**config.mk**
```make
export PLATFORM = sky130hd
export DESIGN_NAME = software_timer_table_unit
export DESIGN_NICKNAME = d
export VERILOG_FILES = /design/src/rtl/stt_pkg.sv /design/src/rtl/stt_ram.sv /design/src/rtl/stt_datapath.sv /design/src/rtl/stt_ctrl.sv /design/src/rtl/software_timer_table_unit.sv
export SDC_FILE = /design/constraint.sdc
export NUM_CORES = 1
export LEC_CHECK = 0
export ABC_AREA = 1
export ABC_CLOCK_PERIOD_IN_PS = 7100
export BUFFER_PORTS_ARGS = -buffer_cell sky130_fd_sc_hd__buf_2
export CORE_ASPECT_RATIO = 1.25
export CORE_MARGIN = 4
export CORE_UTILIZATION = 45
export DETAILED_ROUTE_END_ITERATION = 6
export PLACE_DENSITY = 0.65
export REMOVE_ABC_BUFFERS = 1
export SYNTH_ARGS = -nofsm -noshare
export SYNTH_HDL_FRONTEND = slang
export SYNTH_HIERARCHICAL = 1
export SYNTH_SLANG_ARGS = --single-unit
```
**constraint.sdc**
```tcl
create_clock -name clk -period 7.1 [get_ports clk]
set_input_delay 1.42 -clock clk [delete_from_list [all_inputs] [get_ports clk]]
set_output_delay 1.42 -clock clk [all_outputs]
set_load 0.005 [all_outputs]
```
**src/rtl/stt_pkg.sv**
```systemverilog
`default_nettype none
// ----------------------------------------------------------------------------
// stt_pkg: shared types and constants for the software timer table.
// Holds the beat structs, the status and action codes, and the controller
// state type.
// ----------------------------------------------------------------------------
package stt_pkg;

	localparam int DEF_SLOTS = 16;
	localparam int MAX_FIRED = 14;

	typedef enum logic [1:0] {
		ACT_START = 2'd0,
		ACT_STOP  = 2'd1,
		ACT_TICK  = 2'd2,
		ACT_NONE  = 2'd3
	} action_t;

	typedef enum logic [2:0] {
		ST_ADDED    = 3'd0,
		ST_MERGED   = 3'd1,
		ST_REMOVED  = 3'd2,
		ST_NOTFOUND = 3'd3,
		ST_FULL     = 3'd4,
		ST_FIRED    = 3'd5
	} status_t;

	typedef struct packed {
		logic [1:0]  action;
		logic [7:0]  task_number;
		logic [15:0] event_bits;
		logic [15:0] duration;
		logic [15:0] elapsed;
	} in_beat_t;

	typedef struct packed {
		logic [2:0]  status;
		logic [7:0]  fired_task;
		logic [15:0] fired_bits;
		logic [3:0]  active_count;
		logic        last_of_run;
	} out_beat_t;

	typedef enum logic [2:0] {
		S_IDLE,
		S_READ,
		S_EVAL,
		S_EMIT,
		S_DONE
	} state_t;

	// Commands from the controller to the datapath.
	typedef struct packed {
		logic load;     // capture input beat, start walk at head
		logic step;     // advance to next slot, current becomes prev
		logic skip;     // advance to next slot, keep prev
		logic merge;    // add duration to current slot
		logic add;      // take free slot, fill, put at head
		logic unlink;   // unlink current slot and free it
		logic wr_rem;   // write ticked remaining to current
		logic fire_inc; // count a fired result
		logic emit;     // load output register
		logic [2:0] status;
		logic with_fire; // output carries current task and bits
		logic last;
	} cmd_t;

	// Status from the datapath to the controller.
	typedef struct packed {
		logic [1:0] action;
		logic at_end;    // walk reached end of list or guard
		logic key_hit;   // current slot matches key
		logic free_none; // no free slot
		logic bits_zero; // current slot has zero event bits
		logic rem_zero;  // ticked remaining is zero
		logic fire_room; // fewer than the fired limit so far
		logic out_busy;  // output register still full
	} sts_t;

endpackage
`default_nettype wire

```
**src/rtl/stt_ram.sv**
```systemverilog
`default_nettype none
// ----------------------------------------------------------------------------
// stt_ram: generic single-port write, single-port read RAM.
// The read data is registered.
// ----------------------------------------------------------------------------
module stt_ram #(
	parameter int WIDTH = 8,
	parameter int DEPTH = 16
) (
	input  wire logic                     clk,
	input  wire logic                     we,
	input  wire logic [$clog2(DEPTH)-1:0] waddr,
	input  wire logic [WIDTH-1:0]         wdata,
	input  wire logic [$clog2(DEPTH)-1:0] raddr,
	output logic      [WIDTH-1:0]         rdata
);

	logic [WIDTH-1:0] mem_q [DEPTH];

	// Write port and registered read port.
	always_ff @(posedge clk) begin
		if (we) begin
			mem_q[waddr] <= wdata;
		end
		rdata <= mem_q[raddr];
	end

endmodule
`default_nettype wire

```
**src/rtl/stt_datapath.sv**
```systemverilog
`default_nettype none
// ----------------------------------------------------------------------------
// stt_datapath: slot stores, list heads, walk pointers and output register.
// Carries out one command per cycle from the controller.
// ----------------------------------------------------------------------------
module stt_datapath #(
	parameter int TABLE_SLOTS = stt_pkg::DEF_SLOTS
) (
	input  wire logic                 clk,
	input  wire logic                 arst_n,
	input  wire stt_pkg::in_beat_t    in_beat,
	input  wire stt_pkg::cmd_t        cmd,
	output stt_pkg::sts_t             sts,
	output logic                      out_valid,
	input  wire logic                 out_stall,
	output stt_pkg::out_beat_t        out_beat
);

	localparam int AW = $clog2(TABLE_SLOTS);
	localparam int CW = $clog2(TABLE_SLOTS + 1);
	localparam int FW = $clog2(stt_pkg::MAX_FIRED + 1);
	localparam logic [AW-1:0] LIST_END = '0;

	// Links live in flip-flops so reset can chain the free list.
	logic [AW-1:0] link_q [TABLE_SLOTS];
	logic [AW-1:0] busy_head_q, free_head_q, cur_q, prev_q;
	logic [CW-1:0] total_q, guard_q;
	logic [FW-1:0] fired_q;
	logic          has_prev_q;
	stt_pkg::in_beat_t ib_q;
	logic [15:0] rem_calc;

	logic [7:0]  task_rd;
	logic [15:0] bits_rd, rem_rd;
	logic        we_data, we_rem;
	logic [AW-1:0] waddr;
	logic [15:0] rem_wdata;
	logic [16:0] sum;
	logic [AW-1:0] nxt;

	assign nxt = link_q[cur_q];
	assign sum = {1'b0, rem_rd} + {1'b0, ib_q.duration};

	// Ticked remaining time of the current slot, with a floor of zero.
	assign rem_calc = (rem_rd <= ib_q.elapsed) ? 16'd0 : rem_rd - ib_q.elapsed;

	// Store write selection: new entry at the free head, else current slot.
	always_comb begin
		we_data   = cmd.add;
		we_rem    = cmd.add | cmd.merge | cmd.wr_rem;
		waddr     = cmd.add ? free_head_q : cur_q;
		if (cmd.add) begin
			rem_wdata = ib_q.duration;
		end else if (cmd.merge) begin
			rem_wdata = sum[16] ? 16'hFFFF : sum[15:0];
		end else begin
			rem_wdata = rem_calc;
		end
	end

	stt_ram #(.WIDTH(8), .DEPTH(TABLE_SLOTS)) u_task (
		.clk(clk), .we(we_data), .waddr(waddr), .wdata(ib_q.task_number),
		.raddr(cur_q), .rdata(task_rd)
	);
	stt_ram #(.WIDTH(16), .DEPTH(TABLE_SLOTS)) u_bits (
		.clk(clk), .we(we_data), .waddr(waddr), .wdata(ib_q.event_bits),
		.raddr(cur_q), .rdata(bits_rd)
	);
	stt_ram #(.WIDTH(16), .DEPTH(TABLE_SLOTS)) u_rem (
		.clk(clk), .we(we_rem), .waddr(waddr), .wdata(rem_wdata),
		.raddr(cur_q), .rdata(rem_rd)
	);

	// Status toward the controller.
	always_comb begin
		sts.action    = ib_q.action;
		sts.at_end    = (cur_q == LIST_END) || (guard_q == CW'(TABLE_SLOTS));
		sts.key_hit   = (task_rd == ib_q.task_number) && (bits_rd == ib_q.event_bits);
		sts.free_none = (free_head_q == LIST_END);
		sts.bits_zero = (bits_rd == 16'd0);
		sts.rem_zero  = (rem_calc == 16'd0);
		sts.fire_room = (fired_q < FW'(stt_pkg::MAX_FIRED));
		sts.out_busy  = out_valid;
	end

	// Input beat, captured when the controller takes it.
	always_ff @(posedge clk) begin
		if (cmd.load) begin
			ib_q <= in_beat;
		end
	end

	// Lists, walk pointers and count.
	always_ff @(posedge clk or negedge arst_n) begin
		if (!arst_n) begin
			for (int i = 0; i < TABLE_SLOTS; i++) begin
				link_q[i] <= (i >= 2 && i + 1 < TABLE_SLOTS) ? AW'(i + 1) : LIST_END;
			end
			busy_head_q <= LIST_END;
			free_head_q <= AW'(2);
			total_q     <= '0;
			cur_q       <= LIST_END;
			prev_q      <= LIST_END;
			has_prev_q  <= 1'b0;
			guard_q     <= '0;
			fired_q     <= '0;
		end else begin
			if (cmd.load) begin
				cur_q      <= busy_head_q;
				prev_q     <= LIST_END;
				has_prev_q <= 1'b0;
				guard_q    <= '0;
				fired_q    <= '0;
			end
			if (cmd.step) begin
				prev_q     <= cur_q;
				has_prev_q <= 1'b1;
				cur_q      <= nxt;
				guard_q    <= guard_q + 1'b1;
			end
			if (cmd.skip) begin
				cur_q   <= nxt;
				guard_q <= guard_q + 1'b1;
			end
			if (cmd.add) begin
				free_head_q         <= link_q[free_head_q];
				link_q[free_head_q] <= busy_head_q;
				busy_head_q         <= free_head_q;
				total_q             <= total_q + 1'b1;
			end
			if (cmd.unlink) begin
				if (!has_prev_q) begin
					busy_head_q <= nxt;
				end else begin
					link_q[prev_q] <= nxt;
				end
				link_q[cur_q] <= free_head_q;
				free_head_q   <= cur_q;
				if (total_q != '0) begin
					total_q <= total_q - 1'b1;
				end
			end
			if (cmd.fire_inc) begin
				fired_q <= fired_q + 1'b1;
			end
		end
	end

	// Output register: one result beat held until taken.
	always_ff @(posedge clk or negedge arst_n) begin
		if (!arst_n) begin
			out_valid <= 1'b0;
		end else if (cmd.emit) begin
			out_valid <= 1'b1;
		end else if (!out_stall) begin
			out_valid <= 1'b0;
		end
	end

	// The count reflects an add or unlink done in the same cycle.
	always_ff @(posedge clk) begin
		if (cmd.emit) begin
			out_beat.status       <= cmd.status;
			out_beat.fired_task   <= cmd.with_fire ? task_rd : 8'd0;
			out_beat.fired_bits   <= cmd.with_fire ? bits_rd : 16'd0;
			out_beat.last_of_run  <= cmd.last;
			if (cmd.add) begin
				out_beat.active_count <= 4'(total_q + 1'b1);
			end else if (cmd.unlink && total_q != '0) begin
				out_beat.active_count <= 4'(total_q - 1'b1);
			end else begin
				out_beat.active_count <= 4'(total_q);
			end
		end
	end

endmodule
`default_nettype wire

```
**src/rtl/stt_ctrl.sv**
```systemverilog
`default_nettype none
// ----------------------------------------------------------------------------
// stt_ctrl: sequencer for start, stop and tick.
// Walks the busy list one slot at a time: a read state, then an evaluate state.
// ----------------------------------------------------------------------------
module stt_ctrl (
	input  wire logic          clk,
	input  wire logic          arst_n,
	input  wire logic          in_valid,
	output logic               in_stall,
	input  wire stt_pkg::sts_t sts,
	output stt_pkg::cmd_t      cmd
);

	stt_pkg::state_t state_q, state_d;

	// State register.
	always_ff @(posedge clk or negedge arst_n) begin
		if (!arst_n) begin
			state_q <= stt_pkg::S_IDLE;
		end else begin
			state_q <= state_d;
		end
	end

	// Next state and commands. Every emit waits for a free output register.
	always_comb begin
		state_d  = state_q;
		cmd      = '0;
		in_stall = 1'b1;
		unique case (state_q)
			stt_pkg::S_IDLE: begin
				in_stall = 1'b0;
				if (in_valid) begin
					cmd.load = 1'b1;
					state_d  = stt_pkg::S_READ;
				end
			end
			stt_pkg::S_READ: begin
				if (sts.action == stt_pkg::ACT_NONE) begin
					state_d = stt_pkg::S_DONE;
				end else if (sts.at_end) begin
					state_d = stt_pkg::S_DONE;
				end else begin
					state_d = stt_pkg::S_EVAL;
				end
			end
			stt_pkg::S_EVAL: begin
				// Read data and ticked remaining are now valid for cur.
				if (sts.action == stt_pkg::ACT_TICK) begin
					cmd.wr_rem = 1'b1;
					if (sts.bits_zero) begin
						cmd.unlink = 1'b1;
						cmd.skip   = 1'b1;
						state_d    = stt_pkg::S_READ;
					end else if (sts.rem_zero && sts.fire_room) begin
						state_d = stt_pkg::S_EMIT;
					end else begin
						cmd.step = 1'b1;
						state_d  = stt_pkg::S_READ;
					end
				end else if (sts.key_hit) begin
					if (sts.out_busy) begin
						state_d = stt_pkg::S_EVAL;
					end else begin
						cmd.emit = 1'b1;
						cmd.last = 1'b1;
						if (sts.action == stt_pkg::ACT_START) begin
							cmd.merge  = 1'b1;
							cmd.status = stt_pkg::ST_MERGED;
						end else begin
							cmd.unlink = 1'b1;
							cmd.status = stt_pkg::ST_REMOVED;
						end
						state_d = stt_pkg::S_IDLE;
					end
				end else begin
					cmd.step = 1'b1;
					state_d  = stt_pkg::S_READ;
				end
			end
			stt_pkg::S_EMIT: begin
				if (!sts.out_busy) begin
					cmd.emit      = 1'b1;
					cmd.with_fire = 1'b1;
					cmd.status    = stt_pkg::ST_FIRED;
					cmd.unlink    = 1'b1;
					cmd.skip      = 1'b1;
					cmd.fire_inc  = 1'b1;
					state_d       = stt_pkg::S_READ;
				end
			end
			stt_pkg::S_DONE: begin
				if (!sts.out_busy) begin
					cmd.emit = 1'b1;
					cmd.last = 1'b1;
					state_d  = stt_pkg::S_IDLE;
					case (sts.action)
						stt_pkg::ACT_TICK: cmd.status = stt_pkg::ST_FIRED;
						stt_pkg::ACT_STOP: cmd.status = stt_pkg::ST_NOTFOUND;
						stt_pkg::ACT_START: begin
							if (sts.free_none) begin
								cmd.status = stt_pkg::ST_FULL;
							end else begin
								cmd.add    = 1'b1;
								cmd.status = stt_pkg::ST_ADDED;
							end
						end
						default: cmd.status = stt_pkg::ST_NOTFOUND;
					endcase
				end
			end
			default: state_d = stt_pkg::S_IDLE;
		endcase
	end

endmodule
`default_nettype wire

```
**src/rtl/software_timer_table_unit.sv**
```systemverilog
`default_nettype none
// ----------------------------------------------------------------------------
// software_timer_table_unit: table of one-shot timers on a linked busy list.
// Start, stop and tick walk the busy list and report through result beats.
//
//   channel   direction  beat type            handshake
//   in        input      stt_pkg::in_beat_t   in_valid / in_stall
//   out       output     stt_pkg::out_beat_t  out_valid / out_stall
//
// Each busy slot visited passes through a read state, then an evaluate state,
// and each fired beat adds an emit state; the walk loop sets the order.
// A start or stop that finds its key ends in that slot's evaluate state.
// Start with no match and stop with no match visit every busy slot.
// Reset empties the busy list and chains the free list at once; slot data is written before any read.
// A stalled result holds the walk until the output register empties.
// ----------------------------------------------------------------------------
module software_timer_table_unit #(
	parameter int TABLE_SLOTS = stt_pkg::DEF_SLOTS
) (
	input  wire logic               clk,
	input  wire logic               arst_n,
	input  wire logic               in_valid,
	output logic                    in_stall,
	input  wire stt_pkg::in_beat_t  in_data,
	output logic                    out_valid,
	input  wire logic               out_stall,
	output stt_pkg::out_beat_t      out_data
);

	stt_pkg::cmd_t cmd;
	stt_pkg::sts_t sts;

	stt_ctrl u_ctrl (
		.clk(clk), .arst_n(arst_n), .in_valid(in_valid), .in_stall(in_stall),
		.sts(sts), .cmd(cmd)
	);

	stt_datapath #(.TABLE_SLOTS(TABLE_SLOTS)) u_dp (
		.clk(clk), .arst_n(arst_n), .in_beat(in_data), .cmd(cmd), .sts(sts),
		.out_valid(out_valid), .out_stall(out_stall), .out_beat(out_data)
	);

endmodule
`default_nettype wire
```
# ---- After elaboration in Yosys (flattened, before gate mapping)
# Memories as Yosys holds them, arrays and structs flattened. A register that Yosys moved wholly into a read port is not among the register bits.
# Cells that the tools add are included.
dict set report totals {
  output_inout_bits 34
  n_memories 3
  register_bits 189
  word_cells 194
  ramBits 640
  in_bits 62
}
dict set report op_classes {
  addsub 6
  muxes 104
  n_reduce_logical 19
  n_bitwise 5
  magnitude_cmp 8
  n_eq_ne 13
}
# name words width rd rd_clocked_by_memory_dff wr line_no
set memory_table {}
lappend memory_table {u_dp.u_bits.mem_q 16 16 1 1 1 stt_ram.sv:18} ;# logic [WIDTH-1:0] mem_q [DEPTH];
lappend memory_table {u_dp.u_rem.mem_q 16 16 1 1 1 stt_ram.sv:18}
lappend memory_table {u_dp.u_task.mem_q 16 8 1 1 1 stt_ram.sv:18}
# cell n
set op_table {}
lappend op_table {{2-to-1 mux 64 bit} 4}
lappend op_table {{bitwise mux 64 bit} 3}
lappend op_table {{2-to-1 mux 4 bit} 25}
lappend op_table {{2-to-1 mux 16 bit} 4}
lappend op_table {{demux 4 bit (select 4 bit)} 3}
lappend op_table {{2-to-1 mux 1 bit} 38}
lappend op_table {{binary-select mux 4 bit (select 4 bit)} 2}
lappend op_table {{zero test 16 bit} 2}
lappend op_table {{2-to-1 mux 5 bit} 6}
lappend op_table {{2-to-1 mux 3 bit} 8}
lappend op_table {{adder 16 x 16 -> 17 bit} 1}
lappend op_table {{== test 16 bit} 1}
lappend op_table {{<= comparator 16 bit} 1}
lappend op_table {{subtractor 16 bit} 1}
lappend op_table {{greater-or-equal comparator 5 bit (second input constant)} 3}
lappend op_table {{less-than comparator 5 x 1 -> 1 bit (second input constant)} 3}
lappend op_table {{NOT 4 -> 5 bit} 3}
lappend op_table {{case mux 3 bit (5 select lines)} 1}
lappend op_table {{case mux 4 bit (3 select lines)} 1}
lappend op_table {{adder 5 x 1 -> 5 bit (second input constant)} 2}
lappend op_table {{== test 8 bit} 1}
lappend op_table {{zero test 4 bit} 2}
lappend op_table {{2-to-1 mux 2 bit} 4}
lappend op_table {{== test 3 x 2 -> 1 bit (second input constant)} 2}
lappend op_table {{21 further kinds} 34}

# ---- Longest topological paths before layout
dict set report depth {
  depth_word 12
  ltp_mapped 26
  ltp_nobuf 26
}

# ---- Cells and area by module
# Netlist, hierarchy kept.
# mod instances area_per_inst_um2 cells_each
set modules_own_cells {}
lappend modules_own_cells {{stt_ram (u_dp.u_bits ...)} 2 11380.9 1074}
lappend modules_own_cells {stt_datapath 1 12598.3 1694}
lappend modules_own_cells {{stt_ram (u_dp.u_task)} 1 5766.8 551}
lappend modules_own_cells {stt_ctrl 1 385.4 69}

# ---- Worst setup path after synthesis
# No wires, ideal clock.
dict set report synth_path {
  path_kind {input-to-reg}
  start {in in_valid}
  end {reg u_dp.cur_q[0]}
  path_stages 5
  setup_ns 0.137
  t_required_ns 6.963
  arrival_ns 4.704
  slack_ns 2.259
  cell_sequence {inv_1 nor2_1 nor2_1 inv_1 o221ai_1}
}
# element line_no
set synth_rtl {}
lappend synth_rtl {{from (decl)} software_timer_table_unit.sv:22} ;# input wire logic in_valid,
lappend synth_rtl {{to (signal assigned)} stt_datapath.sv:109} ;# cur_q <= busy_head_q;
lappend synth_rtl {{to (signal assigned)} stt_datapath.sv:118} ;# cur_q <= nxt;
lappend synth_rtl {{to (signal assigned)} stt_datapath.sv:122} ;# cur_q <= nxt;
lappend synth_rtl {{to (decl)} stt_datapath.sv:26} ;# logic [AW-1:0] busy_head_q, free_head_q, cur_q, prev_q;

==> summary.txt <==
clock-pin slew on the worst setup and hold paths: 60 ps
TritonCTS buffer count: 86
port bufs: 95
P&R area growth vs syn: 10.2%
M1 GR Usage: 0.305
Post-synth EDFFs: 730
Slew @ Worst Pin: 1290 ps
WP data arrival: 4560 ps
leakage: 20.0 nW
total power: 18.8 mW
Crit Path Category: reg -> reg
clock sink count: 869
Seq/Total Area, Yosys: 0.608
Clock Latency Late Sink: 680 ps
Post-CTS Setup Inserts: 0
nets: 4617
clock skew: 43.7 ps
1st-pass router iterations: 6
die area: 97200 um^2
Max H-tree Level: 3
Wirelength per Cell: 20.0 um
grt peak-use layer: met2
starting density of the core: 0.453
first-pass GRT wire length: 173 mm
average size of a mapped cell: 9.30 um^2
Synth async-reset ratio: 0.114
RSZ-0062 raised after global routing: no
CTS tree: yes
DIE WIDTH: 280 um
most frequent cells in the layout: 1362 x nand2_1, 754 x inv_1, 730 x edfxtp_1, 596 x nand3_1, 149 x o21ai_0
DP Wirelength: 72.2 mm
gpl congestion: 0.921
Worst setup SP type: flop
largest net degree at the start of global routing: 98
vias in the first global route: 29100
Bufs on Longest Clock Path: 3
CTS resizes: 0
Pwr Density: 412 nW/um^2
Yosys warning count: 6
met2 layer usage reported by global route: 0.389
Die H: 348 um
maxcap violations: 0
root buffer selected by CTS: clkbuf_16
status: finished clean
fmax: 228 MHz
largest fanout on the critical path: 17
slew margin rel.: 0.137
max-slew violations: 0
GRT Total Usage: 0.232
final number of setup-violating endpoints: 0
fraction of layout cells with a size suffix above 1: 0.0854
Final Cycle Share: 0.618
boundary pin count: 96
Top FF cell, synth: edfxtp_1
Final Hold Vio Count: 0
Hold Crit Class: reg -> reg
Routed WL: 116 mm
GR Layer Usage met3: 0.0309
Vias: 31000
First DRT Iteration DRCs: 3096
CP endpoint kind: flop
setup TNS: 0 ps
standard-cell row count: 124
Synth Cell Area: 41500 um^2
total gr overflow: 0
Syn Inst Count: 4462
initial antenna violation count: 7
area of the core: 91500 um^2
remaining antenna violation count: 0
Remaining DRCs: 0
IR drop worst, VDD: 307 uV
post-route minimum period: 4390 ps
required time worst endpoint: 7270 ps
Hold-fix buffers, CTS: 0
commonest non-fill, non-tap cell in the layout: nand2_1
post-synth cell types: 49
Synth Register Bits: 869
via/cell ratio: 5.35
==> critical path, cell delays in order (launching register included) <==
cell,delay [ps]
edfxtp_1,610
xnor2_1,310
nand2_1,80
nor4_1,530
and3_1,330
inv_1,80
nor3_2,230
nand2_1,90
inv_1,190
inv_1,230
nor2_1,430
nand2_1,130
nand3_1,90
nand2_1,570
==> cells by family (layout without fill, tap and decap cells) <==
kind of cell             Yosys count  after routing  synth area share
other                              0              1                 0
AO/OA/AOI/OAI                    385            385            0.0557
flip-flops                       869            869             0.608
adder cells (fa/ha/maj)           39             39            0.0121
AND/OR/NAND/NOR                 2190           2190             0.221
buffers and inverters            939           1066            0.0942
multiplexers                       6              6           0.00145
XOR/XNOR                          34             34           0.00717
==> power breakdown <==
part / switching, mW / internal [mW] / leakage [nW]
Combinational: 5.24 / 1.82 / 10.4
Sequential: 0.598 / 6.63 / 8.23
Clock: 2.00 / 2.55 / 1.38
Total: 7.83 / 11.0 / 20.0
==> path summary, 6_finish.rpt <==
path,cells past startpoint,slack [ps],startpoint,to
min in group asynchronous,1,830,arst_n,u_dp/link_q[33]$_DFF_PN0_
max in group asynchronous,2,5000,arst_n,u_dp/cur_q[1]$_DFFE_PN0P_
max reg2reg,13,2710,u_dp/ib_q[55]$_DFFE_PP_,u_dp/u_rem/mem_q[0][7]$_DFFE_PP_
max,13,2710,u_dp/ib_q[55]$_DFFE_PP_,u_dp/u_rem/mem_q[0][7]$_DFFE_PP_
min reg2reg,1,500,u_dp/guard_q[4]$_DFFE_PN0P_,u_dp/guard_q[4]$_DFFE_PN0P_
min,1,500,u_dp/guard_q[4]$_DFFE_PN0P_,u_dp/guard_q[4]$_DFFE_PN0P_
==> flip-flops by register name, summed over array words and instances (netlist names), 8 cells and up <==
register and count:
u_dp/u_bits/rdata 16, u_dp/link_q 64, u_dp/u_task/mem_q 128, u_dp/u_bits/mem_q 256, u_dp/ib_q 56, u_dp/u_rem/rdata 16, u_dp/out_beat 32, u_dp/u_rem/mem_q 256
u_dp/u_task/rdata 8
==> per-layer routing <==
layer  share of wire  vias up
li1                -    14700
met1            0.40    14700
met2            0.48     1259
met3           0.074      279
met4           0.043        4
met5         0.00023        -
==> final cells by class <==
type                    count  area, um^2
fillers                  8381       45800
flip-flops and latches    869       25300
multi-input cells        2654       12500
inverters                 769        2890
clock buffers             111        2310
well taps                1197        1500
repair buffers            136         786
clock inverters            50         520
diodes                      1        2.50
==> metrics by stage <==
step / worst slack (ps) / instances / hold slack (ps) / util / cell area, um^2
final: 2710 / 5787 / 496 / 0.500 / 45700
after global routing: 2430 / 5786 / 544 / 0.500 / 45700
after CTS: 2690 / 5786 / 499 / 0.500 / 45700
after detailed placement: 2730 / 5625 / 492 / 0.469 / 42900
after global placement: 2820 / 5625 / 478 / 0.469 / 42900
after floorplan: -1700 / 4292 / 458 / - / 40500
==> synth_stat cells (3+ instances only) <==
| master | count | area [um^2] |
|---|---|---|
| or2_2 | 9 | 56.3 |
| nand3b_1 | 7 | 52.6 |
| inv_2 | 14 | 52.6 |
| o211ai_1 | 49 | 368 |
| buf_4 | 47 | 353 |
| nor2_1 | 155 | 582 |
| buf_2 | 59 | 295 |
| nor3_1 | 12 | 60.1 |
| nor2_2 | 7 | 43.8 |
| nor2_4 | 4 | 45.0 |
| a21boi_0 | 4 | 30.0 |
| nand2_2 | 6 | 37.5 |
| nor3_2 | 3 | 30.0 |
| a21oi_1 | 57 | 285 |
| edfxtp_1 | 730 | 21900 |
| inv_1 | 754 | 2830 |
| buf_1 | 7 | 26.3 |
| a21o_1 | 3 | 22.5 |
| dfxtp_1 | 40 | 801 |
| buf_6 | 18 | 203 |
| o21bai_1 | 5 | 37.5 |
| o21ai_0 | 149 | 746 |
| nand4_1 | 17 | 106 |
| nand2_1 | 1362 | 5110 |
| xnor2_1 | 19 | 166 |
| clkbuf_1 | 39 | 146 |
| a22oi_1 | 22 | 165 |
| a22oi_2 | 7 | 87.6 |
| nand3_1 | 598 | 2990 |
| dfrtp_1 | 68 | 1700 |
| ha_1 | 37 | 463 |
| o221ai_1 | 10 | 87.6 |
| dfstp_2 | 31 | 815 |
| nor4_1 | 4 | 25.0 |
| xor2_1 | 15 | 131 |
| mux2i_1 | 6 | 60.1 |
| o21ai_1 | 40 | 200 |
| o21a_1 | 18 | 135 |
| o22ai_1 | 17 | 106 |
Note: power is estimated with default switching activity, not from simulation.
